==> src/hw/rtl/bohl_pkg.sv <==
// Shared types and constants for the bounded ordered handle list.
// Used by the channel interfaces, the list cells, the match scanner and the core.
package bohl_pkg;

    // Field widths fixed by the channel payloads
    localparam int REQ_TYPE_W   = 3;
    localparam int POSITION_W   = 7;
    localparam int HANDLE_W     = 32;
    localparam int FOUND_W      = 7;
    localparam int COUNT_W      = 7;

    // Widest index and count carried to the cells (list depth up to 256)
    localparam int IDX_MAX_W    = 8;
    localparam int CNT_MAX_W    = 9;

    // Match bits examined per scan cycle
    localparam int SCAN_GROUP   = 8;

    // Index reported when a find has no hit
    localparam logic signed [FOUND_W-1:0] FOUND_NONE = -7'sd1;

    // Request kinds
    typedef enum logic [REQ_TYPE_W-1:0] {
        REQ_GET          = 3'd0,
        REQ_SET          = 3'd1,
        REQ_INSERT_AT    = 3'd2,
        REQ_APPEND       = 3'd3,
        REQ_REMOVE_AT    = 3'd4,
        REQ_REMOVE_VALUE = 3'd5,
        REQ_POP          = 3'd6,
        REQ_FIND         = 3'd7
    } req_kind_t;

    // Operation broadcast to every cell of the row
    typedef enum logic [2:0] {
        CELL_HOLD,
        CELL_WRITE,
        CELL_SHIFT_UP,
        CELL_SHIFT_DOWN,
        CELL_COMPARE
    } cell_op_t;

    typedef struct packed {
        cell_op_t               op;
        logic [IDX_MAX_W-1:0]   at;
        logic [CNT_MAX_W-1:0]   limit;
    } cell_ctl_t;

    // Core sequencer states
    typedef enum logic [1:0] {
        ST_IDLE,
        ST_EXEC,
        ST_SCAN,
        ST_FINISH
    } core_state_t;

endpackage

==> src/hw/rtl/bohl_match_scan.sv <==
// First-match finder: examines one group of cell match bits per cycle.
// Depends on bohl_pkg for the group size.
module bohl_match_scan import bohl_pkg::*; #(
    parameter int DEPTH = 64
) (
    input  logic [DEPTH-1:0]                              match_vec,
    input  logic [((DEPTH+SCAN_GROUP-1)/SCAN_GROUP > 1 ?
                   $clog2((DEPTH+SCAN_GROUP-1)/SCAN_GROUP) : 1)-1:0] grp,
    output logic                                          hit,
    output logic [$clog2(DEPTH)-1:0]                      idx
);

    localparam int NGRP  = (DEPTH + SCAN_GROUP - 1) / SCAN_GROUP;
    localparam int PAD_W = NGRP * SCAN_GROUP;
    localparam int LOC_W = $clog2(SCAN_GROUP);
    localparam int IDX_W = $clog2(DEPTH);

    logic [PAD_W-1:0]      match_pad;
    logic [SCAN_GROUP-1:0] slice;
    logic [LOC_W-1:0]      loc;

    assign match_pad = PAD_W'(match_vec);
    assign slice     = match_pad[grp*SCAN_GROUP +: SCAN_GROUP];

    // Pick the lowest set bit of the current group
    always_comb
    begin
        loc = '0;
        for (int i = SCAN_GROUP - 1; i >= 0; i--)
        begin
            if (slice[i])
            begin
                loc = LOC_W'(i);
            end
        end
    end

    assign hit = |slice;
    assign idx = IDX_W'({grp, loc});

endmodule

==> config.mk <==
export PLATFORM = sky130hd
export DESIGN_NAME = bohl_match_scan
export DESIGN_NICKNAME = d
export VERILOG_FILES = /design/src/hw/rtl/bohl_pkg.sv /design/src/hw/rtl/bohl_match_scan.sv
export SDC_FILE = /design/constraint.sdc
export NUM_CORES = 1
export LEC_CHECK = 0
export ABC_CLOCK_PERIOD_IN_PS = 2300
export BUFFER_PORTS_ARGS = -buffer_cell sky130_fd_sc_hd__buf_2
export CORE_UTILIZATION = 36
export DETAILED_ROUTE_END_ITERATION = 8
export GPL_TIMING_DRIVEN = 0
export PLACE_DENSITY_LB_ADDON = 0.25
export SYNTH_ARGS = -nofsm -noshare
export SYNTH_HDL_FRONTEND = slang
export SYNTH_SLANG_ARGS = --single-unit
==> constraint.sdc <==
create_clock -name vclk -period 2.3
set_input_delay 0.23 -clock vclk [all_inputs]
set_output_delay 0.23 -clock vclk [all_outputs]
set_load 0.05 [all_outputs]
=== Word level (Yosys, flattened, before mapping) ===
Cells that the tools add are included.

* Flip-flop bits (word level): 0
* Word-level logic and storage cells: 10
* Output and inout bits: 7
* Bits of input ports: 67

* Reductions and logical operators: 1
* Muxes and demuxes: 8
* Shift operators: 1

{| class="wikitable"
|+ Operator list
! cell !! count
|-
| $shiftx A64 B7 Y8 || 1
|-
| $mux W3 || 8
|-
| $reduce_or A8 Y1 || 1
|}

=== Longest topological paths before layout ===
Gate-level depths: netlist of the first run.

* Depth after elaboration: 9
* Mapped depth: 7
* Gate-level depth less buffers: 5

=== Least setup slack after synthesis of the first run ===
Ideal clock, no wire load.

* Path kind: input-to-output
* Start point: input grp[0] (netlist name)
* End point: output idx[0]
* Arrival time: 2.236 ns
* Required time: 2.070 ns
* Buffers on the path: 2
* Cell stages on the path: 7
* Slack: -0.166 ns
* Path through: buf_6 buf_8 mux4_2 mux2_2 o211ai_2 a21oi_1 o32ai_2

* Longest elaborated chain between the ends: 9

{| class="wikitable"
|+ RTL lines
! what !! line !! source
|-
| from (decl) || bohl_match_scan.sv:8 || <nowiki>$clog2((DEPTH+SCAN_GROUP-1)/SCAN_GROUP) : 1)-1:0] grp,</nowiki>
|-
| $shiftx A64 B7 Y8 (*) || bohl_match_scan.sv:23 || <nowiki>assign slice = match_pad[grp*SCAN_GROUP +: SCAN_GROUP];</nowiki>
|-
| $mux W3 (7 in a row) || bohl_match_scan.sv:31 || <nowiki>if (slice[i])</nowiki>
|-
| $mux W3 (*) || bohl_match_scan.sv:31 ||
|-
| to (decl) || bohl_match_scan.sv:10 || <nowiki>output logic [$clog2(DEPTH)-1:0] idx</nowiki>
|}

Every way passes the cells marked *; elsewhere a longest branch is shown, timed or not.

=== Final worst setup path of the first run ===
Same ends and word-level chain as after synthesis.

==> out/results.tsv, run 1 <==
metric	value	unit
grtUsageMet2	36.6	%
slew_viol_final	0	
die_x	48.6	µm
fin_hold_ws	0.762	ns
synth-seq-area-share	0	%
syn-instance-count	67	
wire_per_inst	13.4	µm
ant_nets	0	
startpoint_type	primary input	
peakVddDrop	0.000109	V
top_usage_layer	met2	
cts-hold-fix-buffers	0	
nClkBuffers	0	
met1_usage	23.3	%
core.rowCount	16	
grt_usage	18.9	%
worst_ep_required_time	2.07	ns
critical_path.max_stage_delay	0.51	ns
ios	74	
final_nets	209	
grt_antenna_before_repair	0	
tns	0	ns
grt_pass1_wl	3660	µm
cp_common_cell	buf_6	
crit_type	in -> out	
final_cell_area	1240	µm²
dp_hpwl	1850	µm
maxCapViolCount	0	
via_count	893	
path_cells	buf_6 -> buf_12 -> mux4_2 -> mux2_2 -> o211ai_2 -> a21oi_2 -> o32ai_4 -> buf_6	
grt_util_met3	2.52	%
p_leak	0.582	nW
coreArea	2000	µm²
cpMaxStageDelayCell	mux4_2	
regArea	0	µm²
cpLargestDelayFamily	multiplexers	
syn_nets	134	
drt-pass1-iter-count	4	
grt_pass1_vias	901	
hp-class	in -> out	
finalSetupViolations	0	
path_buf_inv	3	
hold_viol	0	
max_slew_margin	84.6	%
place_congestion	0.771	
seq_cells	0	
drive_above_1_share	75.0	%
diodes	0	
fin_crit_sh	95.1	%
syn2layout_area_growth	58.1	%
die_h	48.6	µm
avgSynthCellArea	11.7	µm²
worstMarginPinSlew	0.225	ns
status	complete, no violations	
fmaxAchievable	457	MHz
grt_overflow	0	
dr.first_iter.drc_count	16	
numPortBuffers	71	
fill_cells	184	
synth_area	782	µm²
worstPathArrival	1.96	ns
powerDensity	225	nW/µm²
pre_cts_ws	-0.116	ns
viasPerCell	5.35	
setup_ws	0.113	ns
period_needed	2.19	ns
grt_max_degree	11	
wl	2230	µm
endpoint_kind	output pin	
dpl_cell_area	1190	µm²
cp_max_fo	7	
drc	0	
initial_utilization	39.1	%
synth_cell_types	19	
ys_warn_count	0	
design.die.area	2360	µm²
## synth_stat cells
library cell   n  area (µm²)
o32ai_2        1        16.3
nor2b_1        1        6.26
nand2_1        1        3.75
a221oi_2       1        15.0
a21oi_1        8        40.0
mux2_2         2        22.5
buf_4          3        22.5
o211ai_2       1        12.5
buf_8          1        15.0
mux4_1         7         184
buf_2          3        15.0
mux4_2        12         270
buf_1          1        3.75
nand2b_1       4        25.0
nor2_1         8        30.0
mux2i_1        4        40.0
a21o_1         1        7.51
nor3_1         6        30.0
buf_6          2        22.5
## per-layer routing
layer	routed length, µm	vias to the layer above	part of all wire (%)
met5	0	-	0
met4	0	0	0
li1	-	431	-
met3	191	0	8.5
met2	1130	47	50
met1	915	415	41
## path summary, 6_finish.rpt
check	slack, ns	to	start	depth (start not counted)
max	0.11	idx[0]	grp[0]	8
min	0.76	idx[5]	grp[2]	2
## cell usage in the layout, fill, tap and decap left out, drive strengths merged, types with 2 or more instances in the layout
cell type	instances
nor2	8
mux2i	4
a21oi	8
mux4	19
buf	82
nor3	6
mux2	2
nand2b	4
## timing repair
item / 4_1_cts / 5_1_grt
buffers inserted: 0 / 2
setup endpoints to repair: 1 / 1
resized for setup: 3 / 8
pin swaps: 0 / 1
## where the power goes
| part | leakage [nW] | switching [W] | internal [W] |
|---|---|---|---|
| clock | 0 | 0 | 0 |
| combinational | 0.582 | 0.000127 | 0.000151 |
| sequential | 0 | 0 | 0 |
## layout make-up
type	instances	area [µm²]	share of cell area [%]
Tap cell	27	33.8	2.73
Timing Repair Buffer	73	377	30.5
Buffer	10	87.6	7.08
Multi-Input combinational cell	57	738	59.7
## logic make-up after synthesis
kind of cell / Yosys count / synth area share [%]
AO/OA/AOI/OAI: 12 / 11.7
buffers and inverters: 10 / 10.1
multiplexers: 25 / 66.1
AND/OR/NAND/NOR: 20 / 12.2
## through the flow
step           total power, W  util, %  cells
2_1_floorplan        0.000175        -     67
3_3_place_gp         0.000251     59.3    165
3_5_place_dp         0.000256     59.3    165
4_1_cts              0.000260     59.6    165
5_1_grt              0.000299     61.8    167
6_report             0.000278     61.8    167
Note: power is estimated with default switching activity, not from simulation.
==> run 2, diff against run 1 <==
CORE_UTILIZATION = 39   (was 36)
MAX_ROUTING_LAYER = met4   (was not set)
==> run 2 against run 1 <==
Hold slack better by 0.00082 ns. Die area down 7.4%. Final cell count up 2.4%. Routed wire length up 12%. Sequential cell count unchanged. Non-clock buffer count up 6. Global-route usage up 2.2 points. Via count up 3.7%. Critical path type unchanged. Largest power group unchanged.
==> out/results.tsv, run 2 (synthesized netlist as in run 1, its figures left out) <==
metric	value	unit
period_needed	2.24	ns
regArea	0	µm²
layout_commonest_cell	buf_2	
p_leak	0.620	nW
worstMarginPinSlew	0.258	ns
worstHoldStart	grp[0]	
core.rowCount	15	
startpoint_type	primary input	
cp_max_fo	9	
critPathLaunch	grp[1]	
mostFrequentLayoutCells	73 x buf_2, 14 x mux4_2, 11 x buf_4, 8 x nor2_1	
cts-hold-fix-buffers	0	
drive_above_1_share	76.7	%
fin_crit_sh	97.2	%
seq_cells	0	
viasPerCell	5.42	
path_cells	buf_6 -> mux4_2 -> mux2_2 -> a221oi_4 -> a21oi_2 -> o32ai_4 -> buf_6	
rsz0062_at_grt	no	
crit_type	in -> out	
ant_nets	0	
dp.cells	163	
fin_hold_ws	0.763	ns
seqPwrFrac	0	%
place_congestion	0.758	
sw_frac_of_total	45.6	%
dr.first_iter.drc_count	9	
cpLargestDelayFamily	multiplexers	
numPortBuffers	71	
maxCapViolCount	0	
cp_common_cell	buf_6	
die_x	46.8	µm
wire_per_inst	14.6	µm
worst_ep_required_time	2.07	ns
clockPowerShare	0	%
design.die.area	2190	µm²
grt_pass1_wl	3350	µm
comb_power_share	100.0	%
max_slew_margin	82.3	%
stdcell_count	171	
hold_viol	0	
path_buf_inv	2	
ios	74	
powerDensity	230	nW/µm²
die_h	46.8	µm
drt-pass1-iter-count	4	
hold_path_depth	2	
grt_pass1_vias	807	
via_count	926	
endpoint_kind	output pin	
critical_path.max_stage_delay	0.52	ns
syn2layout_area_growth	67.2	%
p_int	0.000164	W
grt_usage	21.1	%
hp-class	in -> out	
final_nets	215	
worst-path-stages	7	
fmaxAchievable	447	MHz
initial_utilization	43.4	%
finalSetupViolations	0	
grt_antenna_before_repair	0	
grt_overflow	0	
peakVddDrop	0.000126	V
diodes	0	
coreArea	1800	µm²
slew_viol_final	0	
drc	0	
nClkBuffers	0	
dp_hpwl	1960	µm
switching_power	0.000137	W
wl	2500	µm
grt_max_degree	11	
worstPathArrival	2.01	ns
cpMaxStageDelayCell	mux4_2	
status	complete, no violations	
-- run 2: power groups by stage --
stage	sequential, W	clock, W	combinational (W)
floorplan	0	0	0.000175
global placement	0	0	0.000250
detailed placement	0	0	0.000257
CTS	0	0	0.000262
global route	0	0	0.000321
finish	0	0	0.000301
-- run 2: final timing paths --
kind                      to
worst max-delay path  idx[0]
worst min-delay path  idx[3]
-- run 2: through the flow --
step	instance area [µm²]	TNS [ns]	total power [W]	util [%]	worst slack, ns
global placement	1180	-0.0621	0.000250	65.7	-0.0621
CTS	1190	0	0.000262	66.1	0.00893
detailed placement	1180	-0.124	0.000257	65.7	-0.124
global route	1310	0	0.000321	72.6	0.0119
floorplan	797	0	0.000175	-	0.0109
finish	1310	0	0.000301	72.6	0.0646
-- run 2: cell type report --
class                           count  area (µm²)
Multi-Input combinational cell     57         754
Timing Repair Buffer               79         422
Fill cell                         141         494
Buffer                             10         100
Tap cell                           25        31.3
-- run 2: repair_timing --
item	CTS	global route
resized for setup	3	15
endpoints found under the setup margin	2	1
pin swaps	0	4
setup buffers	0	8
-- run 2: layer usage --
layer / share of wire (%) / vias up / wire [µm] / GRT usage (%)
met5: 0 / - / 0 / -
met4: 0 / 0 / 0 / 0
met3: 5.5 / 0 / 138 / 0.769
met2: 57 / 45 / 1440 / 42.2
li1: - / 446 / - / -
met1: 37 / 435 / 928 / 24.3
==> run 3, diff against run 2 <==
CORE_UTILIZATION = 32   (was 39)
REMOVE_ABC_BUFFERS = 1   (was not set)
==> run 3 against run 2 <==
Global-route usage decreased by 4.7 points. Largest cell class unchanged. Setup slack improved by 0.028 ns. Final cell count decreased by 7.0%. First-iteration DRC count increased by 11%. Non-clock buffer count decreased by 15. Power decreased by 18%. Routed wire length decreased by 12%. Die area increased by 21%.
==> out/results.tsv, run 3 (synthesized netlist as in run 1, its figures left out) <==
metric	value	unit
viasPerCell	5.46	
core.rowCount	17	
status	complete, no violations	
clockPowerShare	0	%
fill_cells	241	
wire_per_inst	13.8	µm
crit_type	in -> out	
design.die.area	2650	µm²
diodes	0	
cts_setup_buffers	0	
dr.first_iter.drc_count	10	
comb_power_share	100.0	%
pre_cts_ws	-0.336	ns
max_slew_margin	81.3	%
sw_frac_of_total	46.2	%
drive_above_1_share	71.0	%
rsz0062_at_grt	no	
path_cells	buf_12 -> mux4_2 -> mux2_2 -> a221oi_2 -> a21oi_1 -> o32ai_2 -> buf_6	
hold_viol	0	
dp.cells	159	
fmaxAchievable	453	MHz
coreArea	2250	µm²
grt_usage	16.3	%
slew_viol_final	0	
dp_hpwl	1790	µm
grt_overflow	0	
cpMaxStageDelayCell	mux4_2	
regArea	0	µm²
p_int	0.000132	W
grt_pass1_vias	843	
via_count	868	
postLayoutCoreUtil	50.2	%
cpLargestDelayFamily	multiplexers	
die_h	51.4	µm
layout_commonest_cell	buf_2	
grt_max_degree	28	
drc	0	
peakVddDrop	0.000135	V
multi_input_area	696	µm²
worst_ep_required_time	2.07	ns
critical_path.max_stage_delay	0.51	ns
numPortBuffers	74	
fin_crit_sh	96.0	%
seqPwrFrac	0	%
grt_antenna_before_repair	0	
grt_pass1_wl	3310	µm
worstMarginPinSlew	0.273	ns
die_x	51.4	µm
endpoint_kind	output pin	
hp-class	in -> out	
path_buf_inv	2	
powerDensity	218	nW/µm²
nClkBuffers	0	
cts-hold-fix-buffers	0	
seq_cells	0	
drt-pass1-iter-count	4	
ant_nets	0	
syn2layout_area_growth	44.6	%
final_nets	200	
worstPathArrival	1.98	ns
wl	2200	µm
place_congestion	0.681	
ios	74	
initial_utilization	34.7	%
total_power	0.000246	W
cp_max_fo	19	
startpoint_type	primary input	
mostFrequentLayoutCells	70 x buf_2, 14 x mux4_2, 8 x nor2_1, 8 x a21oi_1, 6 x nor3_1	
period_needed	2.21	ns
setup_ws	0.0928	ns
switching_power	0.000114	W
stdcell_count	159	
maxCapViolCount	0	
finalSetupViolations	0	
p_leak	0.537	nW
[run 3: worst paths after layout]
path | from | endpoint | slack [ns] | cells after the start
worst max-delay path | grp[1] | idx[0] | 0.09 | 7
worst min-delay path | grp[1] | idx[4] | 0.81 | 2
[run 3: metrics by stage]
| stage | cell area [µm²] | TNS [ns] | hold slack [ns] |
|---|---|---|---|
| finish | 1130 | 0 | 0.810 |
| global route | 1130 | 0 | 0.822 |
| floorplan | 703 | -0.0162 | 0.460 |
| detailed placement | 1110 | -0.619 | 0.990 |
| CTS | 1130 | 0 | 0.812 |
| global placement | 1110 | -0.474 | 0.983 |
[run 3: power by group through the flow]
stage                     Sequential [W]  Combinational (W)  Clock [W]
after CTS                              0           0.000247          0
after floorplan                        0           0.000130          0
after detailed placement               0           0.000238          0
final                                  0           0.000246          0
after global placement                 0           0.000233          0
after global routing                   0           0.000266          0
[run 3: layout make-up]
cell class | count | area share (%)
well taps | 28 | 3.10
multi-input cells | 57 | 61.5
repair buffers | 74 | 35.4
[run 3: per-layer routing]
layer / wire (µm) / track usage [%]
met3: 210 / 1.79
met1: 807 / 18.0
met5: 0 / -
met4: 0 / 0
met2: 1180 / 32.9
[run 3: what timing repair did]
item                                   4_1_cts  5_1_grt
gates cloned                                 0        0
setup endpoints to repair                    4        3
gates resized for setup                      8        3
pin swaps                                    0        2
endpoints found under the hold margin        0        0
