===== config.mk =====
export PLATFORM = sky130hd
export DESIGN_NAME = bohl_cell
export DESIGN_NICKNAME = d
export VERILOG_FILES = /design/src/hw/rtl/bohl_pkg.sv /design/src/hw/rtl/bohl_cell.sv
export SDC_FILE = /design/constraint.sdc
export NUM_CORES = 1
export LEC_CHECK = 0
export BUFFER_PORTS_ARGS = -buffer_cell sky130_fd_sc_hd__buf_2
export CELL_PAD_IN_SITES_DETAIL_PLACEMENT = 1
export CELL_PAD_IN_SITES_GLOBAL_PLACEMENT = 2
export CORE_ASPECT_RATIO = 1.5
export CORE_MARGIN = 8
export CORE_UTILIZATION = 22
export DETAILED_ROUTE_END_ITERATION = 10
export PLACE_DENSITY_LB_ADDON = 0.1
export SLEW_MARGIN = 25
export SYNTH_ARGS = -nofsm -noshare
export SYNTH_HDL_FRONTEND = slang
export SYNTH_SLANG_ARGS = --single-unit
export TNS_END_PERCENT = 50

===== constraint.sdc =====
create_clock -name clk -period 1.74 [get_ports clk]
set_clock_uncertainty 0.15 [all_clocks]
set_input_delay 0.348 -clock clk [delete_from_list [all_inputs] [get_ports clk]]
set_output_delay 0.348 -clock clk [all_outputs]
set_load 0.01 [all_outputs]

===== src/hw/rtl/bohl_pkg.sv =====
// Shared types and constants for the bounded ordered handle list.
// Used by the channel interfaces, the list cells, the match scanner and the core.
package bohl_pkg;

    // Field widths fixed by the channel payloads
    localparam int REQ_TYPE_W   = 3;
    localparam int POSITION_W   = 7;
    localparam int HANDLE_W     = 32;
    localparam int FOUND_W      = 7;
    localparam int COUNT_W      = 7;

    // Widest index and count carried to the cells (list depth up to 256)
    localparam int IDX_MAX_W    = 8;
    localparam int CNT_MAX_W    = 9;

    // Match bits examined per scan cycle
    localparam int SCAN_GROUP   = 8;

    // Index reported when a find has no hit
    localparam logic signed [FOUND_W-1:0] FOUND_NONE = -7'sd1;

    // Request kinds
    typedef enum logic [REQ_TYPE_W-1:0] {
        REQ_GET          = 3'd0,
        REQ_SET          = 3'd1,
        REQ_INSERT_AT    = 3'd2,
        REQ_APPEND       = 3'd3,
        REQ_REMOVE_AT    = 3'd4,
        REQ_REMOVE_VALUE = 3'd5,
        REQ_POP          = 3'd6,
        REQ_FIND         = 3'd7
    } req_kind_t;

    // Operation broadcast to every cell of the row
    typedef enum logic [2:0] {
        CELL_HOLD,
        CELL_WRITE,
        CELL_SHIFT_UP,
        CELL_SHIFT_DOWN,
        CELL_COMPARE
    } cell_op_t;

    typedef struct packed {
        cell_op_t               op;
        logic [IDX_MAX_W-1:0]   at;
        logic [CNT_MAX_W-1:0]   limit;
    } cell_ctl_t;

    // Core sequencer states
    typedef enum logic [1:0] {
        ST_IDLE,
        ST_EXEC,
        ST_SCAN,
        ST_FINISH
    } core_state_t;

endpackage


===== src/hw/rtl/bohl_cell.sv =====
// One list cell: holds a single handle and trades it with its neighbors.
// Depends on bohl_pkg for the cell control struct.
module bohl_cell import bohl_pkg::*; #(
    parameter int HANDLE_BITS = 32,
    parameter int INDEX       = 0
) (
    input  logic                   clk,
    input  logic                   rst_n,
    input  cell_ctl_t              ctl,
    input  logic [HANDLE_BITS-1:0] data_in,
    input  logic [HANDLE_BITS-1:0] below_q,
    input  logic [HANDLE_BITS-1:0] above_q,
    output logic [HANDLE_BITS-1:0] entry_q,
    output logic                   match_q
);

    localparam logic [IDX_MAX_W-1:0] MY_AT  = IDX_MAX_W'(INDEX);
    localparam logic [CNT_MAX_W-1:0] MY_CNT = CNT_MAX_W'(INDEX);

    logic [HANDLE_BITS-1:0] entry_reg;
    logic [HANDLE_BITS-1:0] entry_next;
    logic                   match_reg;
    logic                   match_next;

    // Pick the new entry value from the broadcast operation
    always_comb
    begin
        entry_next = entry_reg;
        case (ctl.op)
            CELL_WRITE:
            begin
                if (MY_AT == ctl.at)
                begin
                    entry_next = data_in;
                end
            end
            CELL_SHIFT_UP:
            begin
                if (MY_AT > ctl.at)
                begin
                    entry_next = below_q;
                end
                else if (MY_AT == ctl.at)
                begin
                    entry_next = data_in;
                end
            end
            CELL_SHIFT_DOWN:
            begin
                if (MY_AT >= ctl.at)
                begin
                    entry_next = above_q;
                end
            end
            default:
            begin
                entry_next = entry_reg;
            end
        endcase
    end

    // Compare against the request handle, only inside the filled part
    always_comb
    begin
        match_next = match_reg;
        if (ctl.op == CELL_COMPARE)
        begin
            match_next = (MY_CNT < ctl.limit) && (entry_reg == data_in);
        end
    end

    // Hold the handle; it carries no reset
    always_ff @(posedge clk)
    begin
        entry_reg <= entry_next;
    end

    always_ff @(posedge clk or negedge rst_n)
    begin
        if (!rst_n)
        begin
            match_reg <= 1'b0;
        end
        else
        begin
            match_reg <= match_next;
        end
    end

    assign entry_q = entry_reg;
    assign match_q = match_reg;

endmodule


### Word-level counts from Yosys, hierarchy flattened

Cells that the tools add are included.

* logic and storage cells: 19
* latch bits: 0
* output and inout bits: 33
* bits in registers: 33
* memories: 0
* memory bits (writable): 0
* input bits: 118
* ROM bits: 0

* div/mod/pow operators: 0
* multiply operators: 0
* reductions and logical operators: 4
* bitwise operators: 0
* order comparisons: 3
* add/subtract/negate cells: 0
* equal/unequal tests: 6
* muxes and demuxes: 4
* shifts and indexed selects: 0

Operator list (number)
* 32-bit two-way mux: 3
* 32-bit one-hot mux with 3 select lines: 1
* 32-bit equality test: 1
* 1-bit by 9-bit less-than comparator with 1-bit output (first input constant): 1
* 1-bit by 8-bit greater-or-equal comparator with 1-bit output (first input constant): 1
* 1-bit by 8-bit > comparator with 1-bit output (first input constant): 1
* 8-bit logical NOT: 1
* 3-bit by 2-bit equality test with 1-bit output (second input constant): 2
* 3-bit by 1-bit equality test with 1-bit output (second input constant): 1
* 3-bit equality test (second input constant): 1
* 3-bit nonzero test: 1
* 2-bit != test (second input constant): 1
* 2-bit AND reduction: 1
* 1-bit logical AND: 1

### Depth between registers and ports, before layout

Gate-level depths: netlist of the first run.

* word-level depth: 4
* gate-level depth with buffers: 5
* depth with buffers taken out: 4

### Least setup slack after synthesis of the first run

Ideal clock, no wire load.

* kind: in2reg
* start point: in ctl[13] (netlist name)
* end point: reg entry_reg[0], in the netlist entry_q[0], enable pin
* data arrival time: 2.723 ns
* library setup time: 0.441 ns
* buffers on the path: 1
* required time: 1.149 ns
* setup slack: -1.574 ns
* cell stages on the path: 4
* path through: nor4_1 nand2_1 buf_2 a31oi_1

* longest elaborated chain between the ends: 3

Ends and longest elaborated chain
* from (decl): line bohl_cell.sv:9 `input cell_ctl_t ctl,`
* 1-bit by 8-bit greater-or-equal comparator with 1-bit output: line bohl_cell.sv:50 `if (MY_AT >= ctl.at)`
* 2-bit != test (no source line)
* 2-bit AND reduction (no source line)
* to (signal assigned): line bohl_cell.sv:75 `entry_reg <= entry_next;`
* to (decl): line bohl_cell.sv:20 `logic [HANDLE_BITS-1:0] entry_reg;`

Every way passes these cells.
A chain may end at the register's enable or synchronous reset.

### Worst setup path after layout of the first run

* start point: reg entry_reg[15], in the netlist entry_q[15]
* end point: reg match_reg, in the netlist match_q

* longest elaborated chain between the ends: 2

Ends and longest elaborated chain
* 32-bit equality test: line bohl_cell.sv:68 `match_next = (MY_CNT < ctl.limit) && (entry_reg == data_in);`
* 1-bit logical AND: line bohl_cell.sv:68
* to (signal assigned): line bohl_cell.sv:86 `match_reg <= match_next;`
* to (decl): line bohl_cell.sv:22 `logic match_reg;`

Every way passes these cells.

==> run summary, run 1 <==
Site row count: 43
Crit path max-delay family: simple AND/OR/NAND/NOR gates
Reg-to-reg endpoint: match_q
Max cap viols: 0
Clk buf depth: 2
Sequential fraction of the synthesis area: 47.4%
Multiplexer share of the synthesized area: 15.4%
Clock root buffer: clkbuf_16
Routability cong.: 0.719
Drt first pass iters: 4
Area delta synth->final: 47.7%
Share of layout cells above drive strength 1: 43.8%
Pins Over Slew Limit: 0
Outcome: finished, final reports clean
DR vias/cell: 4.43
Area of the multi-input gates: 1100 µm²
Worst Path Buf+Inv: 0
Slowest cell on the critical path: edfxtp_1
FF+latch area: 986 µm²
Worst setup path endpoint: match_q
Syn Area/Cell: 10.7 µm²
Max-Slew Margin vs Limit: 71.7%
Worst slew pin tran: 424 ps
First DRT Iteration DRCs: 23
Initial Util: 22.6%
Nets@finish: 438
Dpl cell area: 2920 µm²
Die Ht: 135 µm
Crit path launch: entry_q[15]
Async SR Flop Fraction: 3.03%
Top-area cell type share of the netlist area: 46.2%
Cell area after synthesis: 2080 µm²
CP Data Required Time: 1770 ps
Post-synthesis cell type count: 21
RSZ-0062 raised after global routing: false
Crit-path max FO: 3
Final ANT Viol Nets: 0
# setup viols final: 0
Area leader, netlist: edfxtp_1
Cell count along the critical path: 4
H-Tree Depth: 2
Leakage: 0.00151 µW
GRT met1 Usage: 11.3%
Max Fclk: 638 MHz
Finished Cell Area: 3070 µm²
Fill cells: 1094
Reg2Reg Depth: 4
Clock sink count: 33
Met2 Use GR: 20.4%
Min cycle time layout: 1570 ps
Slowest stage delay, CP: 430 ps
Setup CP Type: flip-flop to flip-flop
Top cells by count, synth: 33 x nor2_1, 32 x a21oi_1, 32 x edfxtp_1, 32 x mux2i_1, 30 x xor2_1
Synth Area in Adders: 0%
#FFs+latches synth: 33
Critical Path Sink Type: flip-flop
Largest family of logic cells by synthesized area: multiplexers
Ys Warns: 0
Ys flop type: edfxtp_1
Fin crit share: 90.0%
GRT overflow: 0
Top-count cell post-synth: nor2_1
Detailed Route WL: 7340 µm
Gate Count Post-Synth: 195
Gr busiest metal: met2
Critical-path cell list: xor2_1 > nor4_2 > nand4_1 > o31ai_2
Global-route wire length before repair: 11200 µm
Port bufs: 118
Worst EP arrival: 1600 ps
Compound-cell area share of the yosys netlist: 8.97%
Clk slew on worst S/H paths: 50 ps
Largest net degree at the start of global routing: 65
Vias in the first global route: 2133
Horiz. Die Dim: 95.4 µm
DP HPWL: 5980 µm
CP Launch Type: flip-flop
Clk_lat worst skew: 280 ps
# diodes: 0
Final setup TNS: 0 ps
Flop2flop setup slack: 170 ps
Syn_nets: 313
Synth top area cells: edfxtp_1 46%, mux2i_1 15%, xor2_1 13%
Met3 Use GR: 5.06%
CTS tree: done
Die area: 12900 µm²
Post-synth EDFFs: 32
Via count: 1915
Pwr per Cell Area: 719 nW/µm²
Core ar.: 9200 µm²
XOR/XNOR Fraction of Synth Area: 13.5%
Simple-gate share of the synthesized area: 12.7%
I/O pin count: 151
Initial antenna violation count: 1
Hold Fails Final Rpt: 0
Routed length per instance: 17.0 µm
Total CTS buffers: 5
GRT Total Usage: 11.4%
Setup bufs post-CTS: 0
VDD IR-drop max: 0.314 mV
Worst Hold Class: primary input to flip-flop
DRC Markers: 0
Reg2reg start: entry_q[15]
-- worst min-delay path by stage --
stage	depth (start not counted)	startpoint	to	slack [ps]
floorplan	0	rst_n	match_q	-100
global placement	1	rst_n	match_q	-30
detailed placement	1	rst_n	match_q	-20
CTS	3	above_q[7]	entry_q[7]	230
global route	2	rst_n	match_q	250
finish	3	above_q[27]	entry_q[27]	240
-- report_power, final --
group | total (µW) | leakage, µW | switching, µW | internal, µW
registers | 974 | 0.000314 | 37.3 | 936
logic | 408 | 0.00113 | 209 | 198
clock network | 826 | 0.0000644 | 308 | 517
total | 2210 | 0.00151 | 555 | 1650
-- cell type report --
cell class / instances / share of cell area [%]
Clock buffer: 6 / 4.20
Clock inverter: 1 / 0.122
Multi-Input combinational cell: 152 / 36.0
Sequential cell: 33 / 32.1
Tap cell: 112 / 4.57
Timing Repair Buffer: 128 / 23.0
-- layout by cell type (no fill, tap or decap), types with 2 or more instances in the layout --
| cell | count |
|---|---|
| clkbuf_16 | 5 |
| buf_2 | 118 |
| nor4_2 | 2 |
| xor2_1 | 30 |
| edfxtp_1 | 32 |
| a21oi_1 | 32 |
| mux2i_1 | 32 |
| nor3_1 | 2 |
| nand3_1 | 2 |
| nor4_4 | 3 |
| buf_12 | 3 |
| nor2_1 | 33 |
| xnor2_1 | 2 |
| nor4_1 | 5 |
| nand4_1 | 2 |
| buf_4 | 6 |
-- repair_timing --
action | in CTS | in global routing
hold buffers | 1 | 0
resized for setup | 0 | 1
endpoints found under the hold margin | 1 | 0
setup endpoints to repair | 0 | 1
-- registers in the layout, summed over array words and instances, names as in the netlist --
name	cells
entry_q	32
match_q	1
-- stage by stage --
step                util, %  hold slack [ps]  setup slack, ps  total power [µW]  std cells
floorplan                 -            -97.6             -342              1170        195
global placement       31.7            -27.1             -120              1400        424
detailed placement     31.7            -21.6             -138              1410        424
CTS                    33.3              234             93.3              2260        432
global route           33.4              250             30.4              2330        432
finish                 33.4              245              174              2210        432
-- tightest hold or removal path, stage by stage --
cell and delay, ps:
buf_2 80, nor2_1 40, a21oi_1 100
-- layer usage --
layer  up-vias  part of all wire (%)
met2        73                    51
met3         7                    10
met5         -                  0.11
li1        964                     -
met4         2                   1.1
met1       869                    37
-- cells by family (layout without fill, tap and decap cells) --
group           count (synthesis)  in the layout
compound gates                 35             35
xor+xnor                       32             32
simple gates                   53             53
buf+inv                        10            135
flops                          33             33
mux                            32             32
Power figures use the tool's default switching activity.
==> inputs of run 2 (changes only) <==
--- a/config.mk
+++ b/config.mk
@@ -5,14 +5,16 @@
 export SDC_FILE = /design/constraint.sdc
 export NUM_CORES = 1
 export LEC_CHECK = 0
+export ABC_AREA = 1
 export BUFFER_PORTS_ARGS = -buffer_cell sky130_fd_sc_hd__buf_2
 export CELL_PAD_IN_SITES_DETAIL_PLACEMENT = 1
 export CELL_PAD_IN_SITES_GLOBAL_PLACEMENT = 2
 export CORE_ASPECT_RATIO = 1.5
 export CORE_MARGIN = 8
-export CORE_UTILIZATION = 22
+export CORE_UTILIZATION = 21
 export DETAILED_ROUTE_END_ITERATION = 10
 export PLACE_DENSITY_LB_ADDON = 0.1
+export SKIP_CTS_REPAIR_TIMING = 1
 export SLEW_MARGIN = 25
 export SYNTH_ARGS = -nofsm -noshare
 export SYNTH_HDL_FRONTEND = slang
==> run 2 against run 1 <==
Area after synthesis increased by 7.1%. Combinational power increased by 12%. Sequential cell count unchanged. Sequential share of layout area fell by 1.9 points. Clock power is 4.7% higher. Routed wire length grew 24%. Largest cell class unchanged.
==> run summary, run 2 <==
Switching part of the total: 27.4%
Cell count after placement: 542
P_sw: 631 µW
Slowest cell on the critical path: nor2_4
Clk slew on worst S/H paths: 60 ps
Port bufs: 118
FF+latch area: 986 µm²
Sequential fraction of the synthesis area: 44.3%
DRC Markers: 0
Ys Warns: 0
Hold Fails Final Rpt: 0
Clock power share: 37.6%
Syn_nets: 401
Gate Count Post-Synth: 283
Async SR Flop Fraction: 3.03%
Crit-path max FO: 6
Drt first pass iters: 4
Dpl cell area: 3120 µm²
Clk_lat worst skew: 280 ps
Area leader, netlist: edfxtp_1
Fin crit share: 83.8%
Fill cells: 1349
H-Tree Depth: 2
Int Power: 1670 µW
Core ar.: 10500 µm²
Total CTS buffers: 5
DR vias/cell: 4.38
Commonest non-fill, non-tap cells in the layout: 118 x buf_2, 59 x nand2_1, 48 x o21ai_0
Finished Cell Area: 3260 µm²
I/O pin count: 151
Top cells by count, synth: 59 x nand2_1, 48 x o21ai_0, 32 x edfxtp_1, 32 x nor2_1, 23 x nor3_1
Synth top area cells: edfxtp_1 43%, o21ai_0 11%, nand2_1 9.9%
Die area: 14200 µm²
Worst slew pin tran: 337 ps
Commonest non-fill, non-tap cell in the layout: buf_2
Top-count cell post-synth: nand2_1
Routed length per instance: 16.5 µm
Initial antenna violation count: 0
Setup CP Type: primary input to flip-flop
Critical Path Sink Type: flip-flop
Outcome: finished, final reports clean
Clock root buffer: clkbuf_16
# diodes: 0
CP Launch Type: primary input
Min cycle time layout: 1460 ps
Via count: 2415
Largest net degree at the start of global routing: 28
Nets@finish: 524
Seq pwr share: 42.5%
DP HPWL: 7020 µm
Worst Hold Class: primary input to flip-flop
Max cap viols: 0
Fin cells: 551
Vias in the first global route: 2691
Critical-path cell list: buf_2 > nor2_4 > nand2_4 > nor2_4 > nor3_4 > nor2_4 > buf_4
Slowest stage delay, CP: 210 ps
Share of layout cells above drive strength 1: 35.9%
CP Data Required Time: 1580 ps
Global-route wire length before repair: 14100 µm
Cell area after synthesis: 2230 µm²
GRT Total Usage: 12.7%
Worst Path Buf+Inv: 2
Clock sink count: 33
Routability cong.: 0.699
GRT overflow: 0
Hold_ws: 200 ps
Initial Util: 21.2%
Comb pwr share: 19.9%
Final setup TNS: 0 ps
Detailed Route WL: 9090 µm
CTS tree: done
VDD IR-drop max: 0.335 mV
Horiz. Die Dim: 100 µm
First DRT Iteration DRCs: 43
Pins Over Slew Limit: 0
Final ANT Viol Nets: 0
Leakage: 0.00137 µW
Post-synth EDFFs: 32
Max Fclk: 686 MHz
Post-synthesis cell type count: 20
Site row count: 46
Max reg flops: 32
Worst EP arrival: 1300 ps
Pwr per Cell Area: 705 nW/µm²
Power Total: 2300 µW
Die Ht: 142 µm
#FFs+latches synth: 33
Most used cell, CP: nor2_4
Max-Slew Margin vs Limit: 77.6%
RSZ-0062 raised after global routing: false
Area of the multi-input gates: 1170 µm²
Ys flop type: edfxtp_1
Area delta synth->final: 46.7%
Syn Area/Cell: 7.87 µm²
Clk buf depth: 2
Top-area cell type share of the netlist area: 43.2%
# setup viols final: 0
Crit path max-delay family: simple AND/OR/NAND/NOR gates
==> run 2: tightest hold or removal path: stages <==
cell	delay [ps]
buf_2	80
nand2_1	40
o21ai_0	60
==> run 2: final timing paths <==
check | end | start | cells after the start | slack (ps)
max | entry_q[10] | ctl[10] | 7 | 280
min | entry_q[25] | above_q[25] | 3 | 200
max reg2reg | match_q | entry_q[14] | 7 | 380
max in group asynchronous | match_q | rst_n | 2 | 1090
min in group asynchronous | match_q | rst_n | 2 | 250
min reg2reg | match_q | match_q | 2 | 400
==> run 2: metal layers <==
layer  track usage (%)  vias to the layer above  routed length (µm)
li1                  -                     1206                   -
met1              13.7                     1129                3700
met2              23.6                       74                4760
met3              3.38                        6                 543
met4              3.12                        0                  87
met5                 0                        -                   0
==> run 2: kinds of logic (layout without fill, tap and decap cells) <==
logic type,Yosys count,in the layout,synth area share [%]
simple gates,124,124,23.8
buf+inv,30,154,5.90
compound gates,70,70,15.7
flops,33,33,44.3
xor+xnor,26,26,10.2
==> run 2: layout make-up <==
cell class,count,share of cell area (%)
Multi-Input combinational cell,220,35.8
Sequential cell,33,30.2
Timing Repair Buffer,130,22.5
Tap cell,144,5.52
Clock buffer,5,3.83
Inverter,16,1.84
Clock inverter,3,0.383
==> run 2: power by group through the flow <==
stage	Sequential [µW]	Clock, µW	Combinational [µW]
6_report	977	865	458
5_1_grt	985	917	509
4_1_cts	978	899	468
3_5_place_dp	994	0	466
3_3_place_gp	992	0	463
2_1_floorplan	1010	0	194
==> run 2: stage by stage <==
stage / setup slack (ps) / util [%]
3_3_place_gp: -30.1 / 29.8
2_1_floorplan: -275 / -
3_5_place_dp: -24.1 / 29.8
6_report: 283 / 31.2
4_1_cts: 265 / 31.1
5_1_grt: 175 / 31.2
